===== config.mk =====
export PLATFORM = sky130hd
export DESIGN_NAME = synth_voice_allocator
export DESIGN_NICKNAME = d
export VERILOG_FILES = /design/src/svoc_pkg.sv /design/src/svoc_ram.sv /design/src/svoc_engine.sv /design/src/synth_voice_allocator.sv
export SDC_FILE = /design/constraint.sdc
export NUM_CORES = 1
export LEC_CHECK = 0
export BUFFER_PORTS_ARGS = -buffer_cell sky130_fd_sc_hd__buf_2
export CAP_MARGIN = 5
export CORE_MARGIN = 1
export CORE_UTILIZATION = 30
export DETAILED_ROUTE_END_ITERATION = 16
export SLEW_MARGIN = 20
export SYNTH_ARGS = -nofsm -noshare
export SYNTH_HDL_FRONTEND = slang
export SYNTH_HIERARCHICAL = 1
export SYNTH_SLANG_ARGS = --single-unit

===== constraint.sdc =====
create_clock -name clk -period 13.1 [get_ports clk]
set_input_delay 1.31 -clock clk [delete_from_list [all_inputs] [get_ports clk]]
set_output_delay 1.31 -clock clk [all_outputs]
set_load 0.01 [all_outputs]

===== src/svoc_pkg.sv =====
// ----------------------------------------------------------------------------
// svoc_pkg: shared types and constants of the voice allocator
// Sizes of the voice table, event and result layouts, function and pick codes.
// ----------------------------------------------------------------------------
package svoc_pkg;

	localparam int NUM_VOICES = 16;
	localparam int VIDX_W     = (NUM_VOICES > 1) ? $clog2(NUM_VOICES) : 1;

	localparam logic [VIDX_W-1:0] LAST_VOICE = VIDX_W'(NUM_VOICES - 1);

	typedef enum logic [1:0] {
		FUNC_NOTE_ON  = 2'd0,
		FUNC_NOTE_OFF = 2'd1,
		FUNC_FINISHED = 2'd2,
		FUNC_UNUSED   = 2'd3
	} func_t;

	typedef enum logic [1:0] {
		KIND_FREE = 2'd0,
		KIND_SAME = 2'd1,
		KIND_REL  = 2'd2,
		KIND_HELD = 2'd3
	} kind_t;

	typedef struct packed {
		func_t       func;
		logic [3:0]  channel_id;
		logic [6:0]  note_number;
		logic [31:0] timestamp;
		logic [3:0]  finished_voice;
	} event_t;

	// One entry of the voice table memory
	typedef struct packed {
		logic [31:0] start;
		logic [3:0]  channel;
		logic [6:0]  note;
	} voice_rec_t;

	typedef struct packed {
		logic [3:0] voice_index;
		logic       found;
		kind_t      pick_kind;
	} result_t;

endpackage


===== src/svoc_ram.sv =====
// ----------------------------------------------------------------------------
// svoc_ram: simple dual-port synchronous RAM
// One write port, one read port, registered read data.
// ----------------------------------------------------------------------------
module svoc_ram #(
	parameter int DEPTH = 16,
	parameter int WIDTH = 8
) (
	input  logic                     clk,
	input  logic                     wr_en,
	input  logic [$clog2(DEPTH)-1:0] wr_addr,
	input  logic [WIDTH-1:0]         wr_data,
	input  logic                     rd_en,
	input  logic [$clog2(DEPTH)-1:0] rd_addr,
	output logic [WIDTH-1:0]         rd_data
);

	logic [WIDTH-1:0] mem [DEPTH];

	always_ff @(posedge clk) begin
		if (wr_en) begin
			mem[wr_addr] <= wr_data;
		end
	end

	always_ff @(posedge clk) begin
		if (rd_en) begin
			rd_data <= mem[rd_addr];
		end
	end

endmodule


===== src/svoc_engine.sv =====
// ----------------------------------------------------------------------------
// svoc_engine: voice table scan and update
// Reads every voice once per note on or off event, keeps running candidates,
// then writes back a note on's pick and updates the active and held flags.
// ----------------------------------------------------------------------------
module svoc_engine (
	input  logic               clk,
	input  logic               arst_n,
	input  logic               start,
	input  svoc_pkg::event_t   ev,
	output logic               idle,
	output logic               res_valid,
	input  logic               res_ready,
	output svoc_pkg::result_t  res
);

	typedef enum logic [1:0] {
		ST_IDLE,
		ST_SCAN,
		ST_TAIL,
		ST_DECIDE
	} state_t;

	state_t                               state_q;
	svoc_pkg::event_t                     ev_q;
	logic [svoc_pkg::VIDX_W-1:0]          cnt_q;
	logic                                 rd_v_s1;
	logic [svoc_pkg::VIDX_W-1:0]          idx_s1;
	logic [svoc_pkg::NUM_VOICES-1:0]      active_q;
	logic [svoc_pkg::NUM_VOICES-1:0]      held_q;

	// running candidates
	logic                                 free_hit_q, same_hit_q, rel_hit_q, all_hit_q, off_hit_q;
	logic [svoc_pkg::VIDX_W-1:0]          free_idx_q, same_idx_q, rel_idx_q, all_idx_q, off_idx_q;
	logic [31:0]                          rel_t_q, all_t_q;

	svoc_pkg::voice_rec_t                 rd_data;
	svoc_pkg::voice_rec_t                 wr_data;
	logic                                 wr_en;
	logic                                 rd_en;

	logic                                 ent_active, ent_held, ent_match;
	logic                                 older_rel, older_all;
	logic [svoc_pkg::VIDX_W-1:0]          pick;
	logic [svoc_pkg::VIDX_W-1:0]          fv_idx;
	logic                                 fv_in_range;
	logic                                 commit;

	svoc_ram #(
		.DEPTH (svoc_pkg::NUM_VOICES),
		.WIDTH ($bits(svoc_pkg::voice_rec_t))
	) u_ram (
		.clk     (clk),
		.wr_en   (wr_en),
		.wr_addr (pick),
		.wr_data (wr_data),
		.rd_en   (rd_en),
		.rd_addr (cnt_q),
		.rd_data (rd_data)
	);

	assign rd_en = (state_q == ST_SCAN);

	// evaluate the entry whose read data is arriving
	assign ent_active = active_q[idx_s1];
	assign ent_held   = held_q[idx_s1];
	assign ent_match  = (rd_data.note == ev_q.note_number) &&
	                    (rd_data.channel == ev_q.channel_id);
	// ties go to the later (higher) index
	assign older_rel  = !rel_hit_q || (rd_data.start <= rel_t_q);
	assign older_all  = !all_hit_q || (rd_data.start <= all_t_q);

	assign fv_idx      = svoc_pkg::VIDX_W'(ev_q.finished_voice);
	assign fv_in_range = (32'(ev_q.finished_voice) < 32'(svoc_pkg::NUM_VOICES));

	assign idle      = (state_q == ST_IDLE);
	assign res_valid = (state_q == ST_DECIDE);
	assign commit    = res_valid && res_ready;

	always_comb begin
		pick            = all_idx_q;
		res.voice_index = 4'd0;
		res.found       = 1'b0;
		res.pick_kind   = svoc_pkg::KIND_FREE;
		case (ev_q.func)
			svoc_pkg::FUNC_NOTE_ON: begin
				if (free_hit_q) begin
					pick          = free_idx_q;
					res.pick_kind = svoc_pkg::KIND_FREE;
				end else if (same_hit_q) begin
					pick          = same_idx_q;
					res.pick_kind = svoc_pkg::KIND_SAME;
				end else if (rel_hit_q) begin
					pick          = rel_idx_q;
					res.pick_kind = svoc_pkg::KIND_REL;
				end else begin
					pick          = all_idx_q;
					res.pick_kind = svoc_pkg::KIND_HELD;
				end
				res.voice_index = 4'(pick);
				res.found       = 1'b1;
			end
			svoc_pkg::FUNC_NOTE_OFF: begin
				if (off_hit_q) begin
					res.voice_index = 4'(off_idx_q);
					res.found       = 1'b1;
				end
			end
			svoc_pkg::FUNC_FINISHED: begin
				res.voice_index = ev_q.finished_voice;
			end
			default: begin
				res.voice_index = 4'd0;
			end
		endcase
	end

	assign wr_en         = commit && (ev_q.func == svoc_pkg::FUNC_NOTE_ON);
	assign wr_data.start   = ev_q.timestamp;
	assign wr_data.channel = ev_q.channel_id;
	assign wr_data.note    = ev_q.note_number;

	always_ff @(posedge clk or negedge arst_n) begin
		if (!arst_n) begin
			state_q    <= ST_IDLE;
			rd_v_s1    <= 1'b0;
			active_q   <= '0;
			held_q     <= '0;
			free_hit_q <= 1'b0;
			same_hit_q <= 1'b0;
			rel_hit_q  <= 1'b0;
			all_hit_q  <= 1'b0;
			off_hit_q  <= 1'b0;
		end else begin
			rd_v_s1 <= (state_q == ST_SCAN);
			case (state_q)
				ST_IDLE: begin
					if (start) begin
						free_hit_q <= 1'b0;
						same_hit_q <= 1'b0;
						rel_hit_q  <= 1'b0;
						all_hit_q  <= 1'b0;
						off_hit_q  <= 1'b0;
						if (ev.func == svoc_pkg::FUNC_NOTE_ON ||
						    ev.func == svoc_pkg::FUNC_NOTE_OFF) begin
							state_q <= ST_SCAN;
						end else begin
							state_q <= ST_DECIDE;
						end
					end
				end
				ST_SCAN: begin
					if (cnt_q == svoc_pkg::LAST_VOICE) begin
						state_q <= ST_TAIL;
					end
				end
				ST_TAIL: begin
					state_q <= ST_DECIDE;
				end
				ST_DECIDE: begin
					if (res_ready) begin
						state_q <= ST_IDLE;
						case (ev_q.func)
							svoc_pkg::FUNC_NOTE_ON: begin
								active_q[pick] <= 1'b1;
								held_q[pick]   <= 1'b1;
							end
							svoc_pkg::FUNC_NOTE_OFF: begin
								if (off_hit_q) begin
									held_q[off_idx_q] <= 1'b0;
								end
							end
							svoc_pkg::FUNC_FINISHED: begin
								if (fv_in_range) begin
									active_q[fv_idx] <= 1'b0;
								end
							end
							default: begin
							end
						endcase
					end
				end
				default: begin
					state_q <= ST_IDLE;
				end
			endcase

			if (rd_v_s1) begin
				if (!free_hit_q && !ent_active) begin
					free_hit_q <= 1'b1;
				end
				if (!same_hit_q && !ent_held && ent_match) begin
					same_hit_q <= 1'b1;
				end
				if (!ent_held && older_rel) begin
					rel_hit_q <= 1'b1;
				end
				all_hit_q <= 1'b1;
				if (!off_hit_q && ent_active && ent_held && ent_match) begin
					off_hit_q <= 1'b1;
				end
			end
		end
	end

	// payload: event copy, scan address and candidate indexes and times
	always_ff @(posedge clk) begin
		if (state_q == ST_IDLE && start) begin
			ev_q  <= ev;
			cnt_q <= '0;
		end else if (state_q == ST_SCAN) begin
			cnt_q <= svoc_pkg::VIDX_W'(cnt_q + 1'b1);
		end
		idx_s1 <= cnt_q;
		if (rd_v_s1) begin
			if (!free_hit_q && !ent_active) begin
				free_idx_q <= idx_s1;
			end
			if (!same_hit_q && !ent_held && ent_match) begin
				same_idx_q <= idx_s1;
			end
			if (!ent_held && older_rel) begin
				rel_idx_q <= idx_s1;
				rel_t_q   <= rd_data.start;
			end
			if (older_all) begin
				all_idx_q <= idx_s1;
				all_t_q   <= rd_data.start;
			end
			if (!off_hit_q && ent_active && ent_held && ent_match) begin
				off_idx_q <= idx_s1;
			end
		end
	end

endmodule


===== src/synth_voice_allocator.sv =====
// ----------------------------------------------------------------------------
// synth_voice_allocator: polyphonic voice allocation with voice stealing
// Stream-in note events, stream-out one voice decision per event.
// ----------------------------------------------------------------------------
// Each input transaction is a note event: note on, note off or voice finished
// (tuser selects which). Note on takes the lowest-index free voice; when every
// voice is busy it reuses a released voice of the same channel and note, then
// steals the oldest released voice, then the oldest voice of all (smallest
// start time, ties to the highest index). Note off releases the lowest-index
// held voice that matches channel and note. Voice finished frees the voice
// named in the event. Every event yields exactly one output transaction.
// Note on and note off walk the whole voice table through the table memory
// read port, one voice per cycle; voice finished and the unused code go
// straight to the decision. One event is in work at a time.
// The result sits in an output register, so a new event is accepted while the
// previous result still waits for the downstream side.
// ----------------------------------------------------------------------------
module synth_voice_allocator (
	input  logic        clk,
	input  logic        arst_n,
	input  logic        s_axis_tvalid,
	output logic        s_axis_tready,
	// [3:0] channel_id, [10:4] note_number, [42:11] timestamp,
	// [46:43] finished_voice, [47] zero
	input  logic [47:0] s_axis_tdata,
	// [1:0] func
	input  logic [1:0]  s_axis_tuser,
	output logic        m_axis_tvalid,
	input  logic        m_axis_tready,
	// [3:0] voice_index, [7:4] zero
	output logic [7:0]  m_axis_tdata,
	// [0] found, [2:1] pick_kind
	output logic [2:0]  m_axis_tuser
);

	svoc_pkg::event_t  ev;
	svoc_pkg::result_t eng_res;
	svoc_pkg::result_t res_q;
	logic              eng_idle;
	logic              eng_res_valid;
	logic              res_ready;
	logic              out_valid_q;
	logic              in_xfer;

	// unpack the input transaction
	assign ev.func           = svoc_pkg::func_t'(s_axis_tuser);
	assign ev.channel_id     = s_axis_tdata[3:0];
	assign ev.note_number    = s_axis_tdata[10:4];
	assign ev.timestamp      = s_axis_tdata[42:11];
	assign ev.finished_voice = s_axis_tdata[46:43];

	// accept only while the engine has no event in work
	assign s_axis_tready = eng_idle;
	assign in_xfer       = s_axis_tvalid && s_axis_tready;

	// the engine may hand over a result once the output register is free
	// or being emptied this cycle
	assign res_ready = !out_valid_q || m_axis_tready;

	svoc_engine u_engine (
		.clk       (clk),
		.arst_n    (arst_n),
		.start     (in_xfer),
		.ev        (ev),
		.idle      (eng_idle),
		.res_valid (eng_res_valid),
		.res_ready (res_ready),
		.res       (eng_res)
	);

	// output register: hold the result until the downstream side takes it
	always_ff @(posedge clk or negedge arst_n) begin
		if (!arst_n) begin
			out_valid_q <= 1'b0;
		end else if (eng_res_valid && res_ready) begin
			out_valid_q <= 1'b1;
		end else if (m_axis_tready) begin
			out_valid_q <= 1'b0;
		end
	end

	always_ff @(posedge clk) begin
		if (eng_res_valid && res_ready) begin
			res_q <= eng_res;
		end
	end

	assign m_axis_tvalid = out_valid_q;
	assign m_axis_tdata  = {4'd0, res_q.voice_index};
	assign m_axis_tuser  = {res_q.pick_kind, res_q.found};

endmodule


==> flow_summary.json, run 1 <==
{
  "cts_max_level": 3,
  "ctsHoldBuffers": 0,
  "finClkSkew_ps": 25.74,
  "nets": 2041,
  "postLayoutCoreUtil": 0.3486,
  "cp-endpoint": "u_engine/u_ram/mem[8][35]",
  "run_status": "finished, final reports clean",
  "stdcell_count": 3593,
  "antenna_found_initial": 1,
  "setup.worst_path.class": "flop to flop",
  "overflow": 0,
  "timing.final.max_slew_violations": 0,
  "drt_iter0_drc": 1437,
  "power_mw": 8.652,
  "fin_hold_ws_ps": 482.2,
  "dr.pass1.iters": 7,
  "p_leak_nw": 13.45,
  "reg2reg_depth": 6,
  "start_kind": "flop",
  "clock_latency_ps": 650,
  "dieWidth_um": 347.9,
  "final_layout_size_suffix_gt1_frac": 0.2188,
  "clock-sinks": 920,
  "worstPathCellList": "or2_1, o21ai_0, o21ai_0, nand3b_1, nor3_2, buf_4",
  "num_vias": 17425,
  "slew_headroom": 0.2756,
  "setup_tns_ps": 0,
  "setup_viol": 0,
  "synth_edf_count": 871,
  "synth-async-reset-ratio": 0.04457,
  "initial_core_util": 0.3032,
  "core_um2": 118400,
  "netlist_instances": 1800,
  "r2r-start": "u_engine/ev_q[48]",
  "dpl_cell_area_um2": 38210,
  "clockBufferDepth": 3,
  "worst-path-buf-inv": 1,
  "viasPerCell": 4.850,
  "hold_class": "flop to flop",
  "finalCriticalPeriod_ps": 4368,
  "syn-cell-area_um2": 35900,
  "timing_hold_violations_final": 0,
  "ys_seq_area_frac": 0.7616,
  "io_pins": 67,
  "rr_endpoint": "u_engine/u_ram/mem[8][35]",
  "cts-root-buf": "clkbuf_16",
  "drt_wl_total_um": 78810,
  "required_ps": 13370,
  "crit_family": "simple AND/OR/NAND/NOR gates",
  "critPathCaptureType": "flop",
  "grt_pass1_wl_um": 117600,
  "final_area_um2": 41270,
  "worst_pin_slew_ps": 1075,
  "worstPathMaxFanout": 35,
  "startpoint": "u_engine/ev_q[48]",
  "ant_nets": 0,
  "syn2layout_area_growth_pct": 14.96,
  "avgSynthCellArea_um2": 19.94,
  "fin_ws_ps": 8732,
  "rsz0062_at_grt": "no",
  "die_h_um": 347.9,
  "grt_max_degree": 65,
  "crit_cells": 6,
  "place_congestion": 0.8047,
  "post-place-cells": 3422,
  "routedWlPerCell_um": 21.93,
  "ir_drop_mv": 0.1126,
  "crit_top_cell": "o21ai_0",
  "cts-resized-gates": 0,
  "clkTransAtPathRegs_ps": 60,
  "slowest_stage": "nor3_2",
  "synth_cell_types": 61,
  "grt_usage": 0.1303,
  "synth_area_leaders": "edfxtp_1, mux4_2, dfrtp_1, ha_1, a22oi_1",
  "cts_setup_buffers": 0,
  "portBuffers": 61,
  "timing.final.crit_share": 0.3334,
  "yosys.area.top_type": "edfxtp_1",
  "drv.max_cap_violation_count": 0,
  "cts_tree": "done",
  "rows": 126,
  "ys_seq_elements": 920,
  "synth_top_flop_cell": "edfxtp_1",
  "r2r_slack_ps": 8730,
  "cp_data_arrival_time_ps": 4640,
  "pwr_density_cell_nw_per_um2": 209.6,
  "dp.final_hpwl_um": 40710,
  "diodes": 0,
  "grt_pass1_vias": 18253,
  "cts_buffers": 94,
  "drc": 0,
  "slowest_delay_ps": 910,
  "synth_warnings": 6,
  "die_area_um2": 121100,
  "fmax_ghz": 0.2290,
  "synth_top_area_share": 0.7285,
  "post-place-ws_ps": 8466
}
==> synthesized netlist by cell type, types with 14 or more instances <==
cell type,instances
a22oi_1,86
a21oi_1,42
dfrtp_1,41
nand3_1,14
o21ai_0,50
edfxtp_1,871
nor2_1,34
clkbuf_1,31
ha_1,69
mux4_2,176
nand4_1,15
nor3_1,15
nand2_1,82
a2bb2oi_1,14
buf_2,22
inv_1,70
==> how the worst min path moves through the flow <==
stage	slack (ps)	start	cells after the start	end
final	480	u_engine/active_q[7]	1	u_engine/active_q[7]
after global routing	500	u_engine/active_q[15]	1	u_engine/active_q[15]
after CTS	490	u_engine/active_q[7]	1	u_engine/active_q[7]
after detailed placement	470	u_engine/active_q[7]	1	u_engine/active_q[7]
after global placement	470	u_engine/active_q[13]	1	u_engine/active_q[13]
after floorplan	380	u_engine/cnt_q[1]	0	u_engine/idx_s1[1]
==> routing by layer <==
layer / share of wire / global-route usage / up-vias
met1: 0.42 / 0.1683 / 9175
met4: 0.027 / 0.04423 / 0
met2: 0.50 / 0.2231 / 500
li1: - / - / 7602
met5: 0 / 0 / -
met3: 0.050 / 0.01977 / 148
==> registers in the layout (all words and copies together) (netlist names), 16 cells and up <==
| register | flops |
|---|---|
| u_engine/u_ram/rd_data | 43 |
| u_engine/held_q | 16 |
| u_engine/rel_t_q | 32 |
| u_engine/active_q | 16 |
| u_engine/all_t_q | 32 |
| u_engine/ev_q | 45 |
| u_engine/u_ram/mem | 688 |
==> final cells by class <==
| type | instances | area [um^2] |
|---|---|---|
| Fill cell | 10925 | 77130 |
| Timing Repair Buffer | 89 | 515.5 |
| Clock inverter | 64 | 618.1 |
| Clock buffer | 107 | 2444 |
| Inverter | 71 | 267.8 |
| Sequential cell | 920 | 27350 |
| Tap cell | 1600 | 2002 |
| Multi-Input combinational cell | 742 | 8075 |
==> kinds of logic after synthesis <==
kind of cell / Yosys count / synth area share
DFF: 920 / 0.7616
AOI/OAI and AO/OA: 241 / 0.04468
and+or+nand+nor: 221 / 0.03050
muxes: 193 / 0.1176
buffers and inverters: 141 / 0.01812
adders and majority gates: 69 / 0.02405
xor gates and xnor gates: 14 / 0.003416
other: 1 / 0.0001045
==> where the power goes <==
group / internal [mW] / switching, mW / total, mW
Clock: 1.55 / 1.10 / 2.65
Combinational: 0.898 / 1.07 / 1.97
Sequential: 3.69 / 0.341 / 4.03
Total: 6.14 / 2.51 / 8.65
==> cell usage in the layout (no fill, tap or decap), types with 5 or more instances in the layout <==
master,netlist,layout
a21o_1,5,5
a21oi_1,42,42
a22oi_1,86,86
a2bb2oi_1,14,14
a31oi_1,6,6
buf_2,22,61
buf_4,5,28
bufinv_16,0,11
clkbuf_1,31,11
clkbuf_16,0,96
clkinv_1,1,27
clkinv_2,0,18
dfrtp_1,41,41
dfxtp_1,8,6
edfxtp_1,871,871
ha_1,69,68
inv_1,70,69
mux2i_1,8,8
mux4_1,5,5
mux4_2,176,176
nand2_1,82,82
nand2b_1,12,12
nand3_1,14,14
nand3b_1,8,8
nand4_1,15,15
nor2_1,34,21
nor2_4,0,13
nor2b_1,13,11
nor3_1,15,10
nor3_2,1,6
nor4_1,6,6
o21a_1,8,8
o21ai_0,50,50
o22ai_1,6,6
xor2_1,13,13
==> worst reg2reg max path, cell delays in order (launching register included) <==
cell and delay [ps]:
edfxtp_1 630, or2_1 470, o21ai_0 340, o21ai_0 330, nand3b_1 480, nor3_2 910, buf_4 780
(Power assumes the default switching activity.)
==> run 2, diff against run 1 <==
==> constraint.sdc (replaced) <==
create_clock -name clk -period 4 [get_ports clk]
set_input_delay 0.4 -clock clk [delete_from_list [all_inputs] [get_ports clk]]
set_output_delay 0.4 -clock clk [all_outputs]
set_load 0.01 [all_outputs]
==> flow_summary.json, run 2 (synthesis results as in run 1) <==
{
  "timing_hold_violations_final": 0,
  "biggestRegsByFlops": "u_engine/u_ram/mem x688, u_engine/ev_q x45, u_engine/u_ram/rd_data x43",
  "fill_cells": 10856,
  "portBuffers": 61,
  "final_common_cell": "edfxtp_1",
  "top_register": "u_engine/u_ram/mem",
  "post-place-cells": 3442,
  "setup_viol": 0,
  "grt_max_degree": 54,
  "cts_tree": "done",
  "drt_wl_total_um": 76990,
  "drv.max_cap_violation_count": 0,
  "ir_drop_mv": 0.3751,
  "finClkSkew_ps": 30.28,
  "largest_reg_flops": 688,
  "die_area_um2": 121100,
  "core_um2": 118400,
  "clock-sinks": 920,
  "fmax_ghz": 0.3051,
  "comb_power_share": 0.247,
  "cts-root-buf": "clkbuf_16",
  "p_sw_frac": 0.2934,
  "clockBufferDepth": 3,
  "cts_setup_buffers": 0,
  "overflow": 0,
  "stdcell_count": 3660,
  "critPathCaptureType": "flop",
  "run_status": "finished, final reports clean",
  "multi_input_area_um2": 8093,
  "num_vias": 17590,
  "setup_tns_ps": 0,
  "timing.final.max_slew_violations": 0,
  "clock_latency_ps": 640,
  "drc": 0,
  "power_mw": 28.42,
  "antenna_found_initial": 5,
  "fin_hold_ws_ps": 91.49,
  "cts_max_level": 3,
  "hold_class": "input port to flop",
  "clkTransAtPathRegs_ps": 60,
  "routedWlPerCell_um": 21.03,
  "viasPerCell": 4.806,
  "fin_ws_ps": 722.5,
  "drt_iter0_drc": 1479,
  "internal-power_mw": 20.09,
  "slew_headroom": 0.2999,
  "worst_pin_slew_ps": 1050,
  "finalCriticalPeriod_ps": 3278,
  "timing.final.crit_share": 0.8194,
  "io_pins": 67,
  "grt_usage": 0.1275,
  "start_kind": "flop",
  "grt_pass1_vias": 18373,
  "die_h_um": 347.9,
  "dr.pass1.iters": 5,
  "required_ps": 4280,
  "final_cell_mix": "edfxtp_1, mux4_2, clkbuf_16",
  "syn2layout_area_growth_pct": 17.34,
  "cts_buffers": 92,
  "cp_data_arrival_time_ps": 3560,
  "final_layout_size_suffix_gt1_frac": 0.2218,
  "nets": 2109,
  "ant_nets": 0,
  "grt_pass1_wl_um": 116300,
  "pwr-share-seq": 0.458,
  "rows": 126,
  "seqCellArea_um2": 27350,
  "initial_core_util": 0.3032,
  "setup.worst_path.class": "flop to flop",
  "p_leak_nw": 13.79,
  "diodes": 0,
  "dp.final_hpwl_um": 43430,
  "netSwitchingPower_mw": 8.339,
  "post-place-ws_ps": 809.4,
  "clockPowerShare": 0.295,
  "worstPathMaxFanout": 43,
  "rsz0062_at_grt": "no",
  "pwr_density_cell_nw_per_um2": 674.8,
  "place_congestion": 0.7670,
  "dieWidth_um": 347.9
}
==> run 2: power by group through the flow <==
stage	Sequential, mW	Clock (mW)	Combinational [mW]
6_report	13.0	8.39	7.02
5_1_grt	13.2	8.97	7.71
3_5_place_dp	13.2	0	7.06
4_1_cts	13.0	8.61	7.13
3_3_place_gp	13.1	0	6.92
2_1_floorplan	12.7	0	5.17
==> run 2: metal layers <==
layer,wire length [um],global-route usage
met5,0,0
met4,1778,0.04037
met3,3839,0.01758
met2,39060,0.2208
met1,32300,0.1648
==> run 2: what timing repair did <==
action | in CTS | in global routing
endpoints found under the hold margin | 90 | 0
gates resized for setup | 0 | 0
hold buffers | 50 | 0
endpoints found under the setup margin | 0 | 0
==> run 2: area by class of cell <==
cell class,instances,area share
Multi-Input combinational cell,742,0.1921
Timing Repair Buffer,159,0.03451
Inverter,71,0.006356
Tap cell,1600,0.04752
Sequential cell,920,0.6492
Clock buffer,112,0.05842
Clock inverter,56,0.01185
==> run 2: worst paths after layout <==
path / start / end / slack (ps) / cells past startpoint
max: u_engine/ev_q[48] / u_engine/u_ram/mem[0][40] / 720 / 6
min: m_axis_tready / m_axis_tvalid / 90 / 3
max reg2reg: u_engine/ev_q[48] / u_engine/u_ram/mem[0][40] / 720 / 6
min reg2reg: u_engine/u_ram/rd_data[11] / u_engine/all_t_q[0] / 490 / 0
max in group asynchronous: arst_n / u_engine/active_q[8] / 2980 / 2
min in group asynchronous: arst_n / u_engine/active_q[4] / 450 / 2
==> run 2: critical path, stage by stage, from the launching register on <==
cell	delay [ps]
edfxtp_1	590
or2_1	450
o21ai_0	370
o21ai_0	250
or3b_2	650
nor3_4	200
buf_12	280
==> run 2: per-stage QoR <==
stage,cell area (um^2),util
floorplan,35940,-
global placement,38660,0.3266
detailed placement,38660,0.3266
CTS,42130,0.3558
global route,42130,0.3558
finish,42130,0.3558
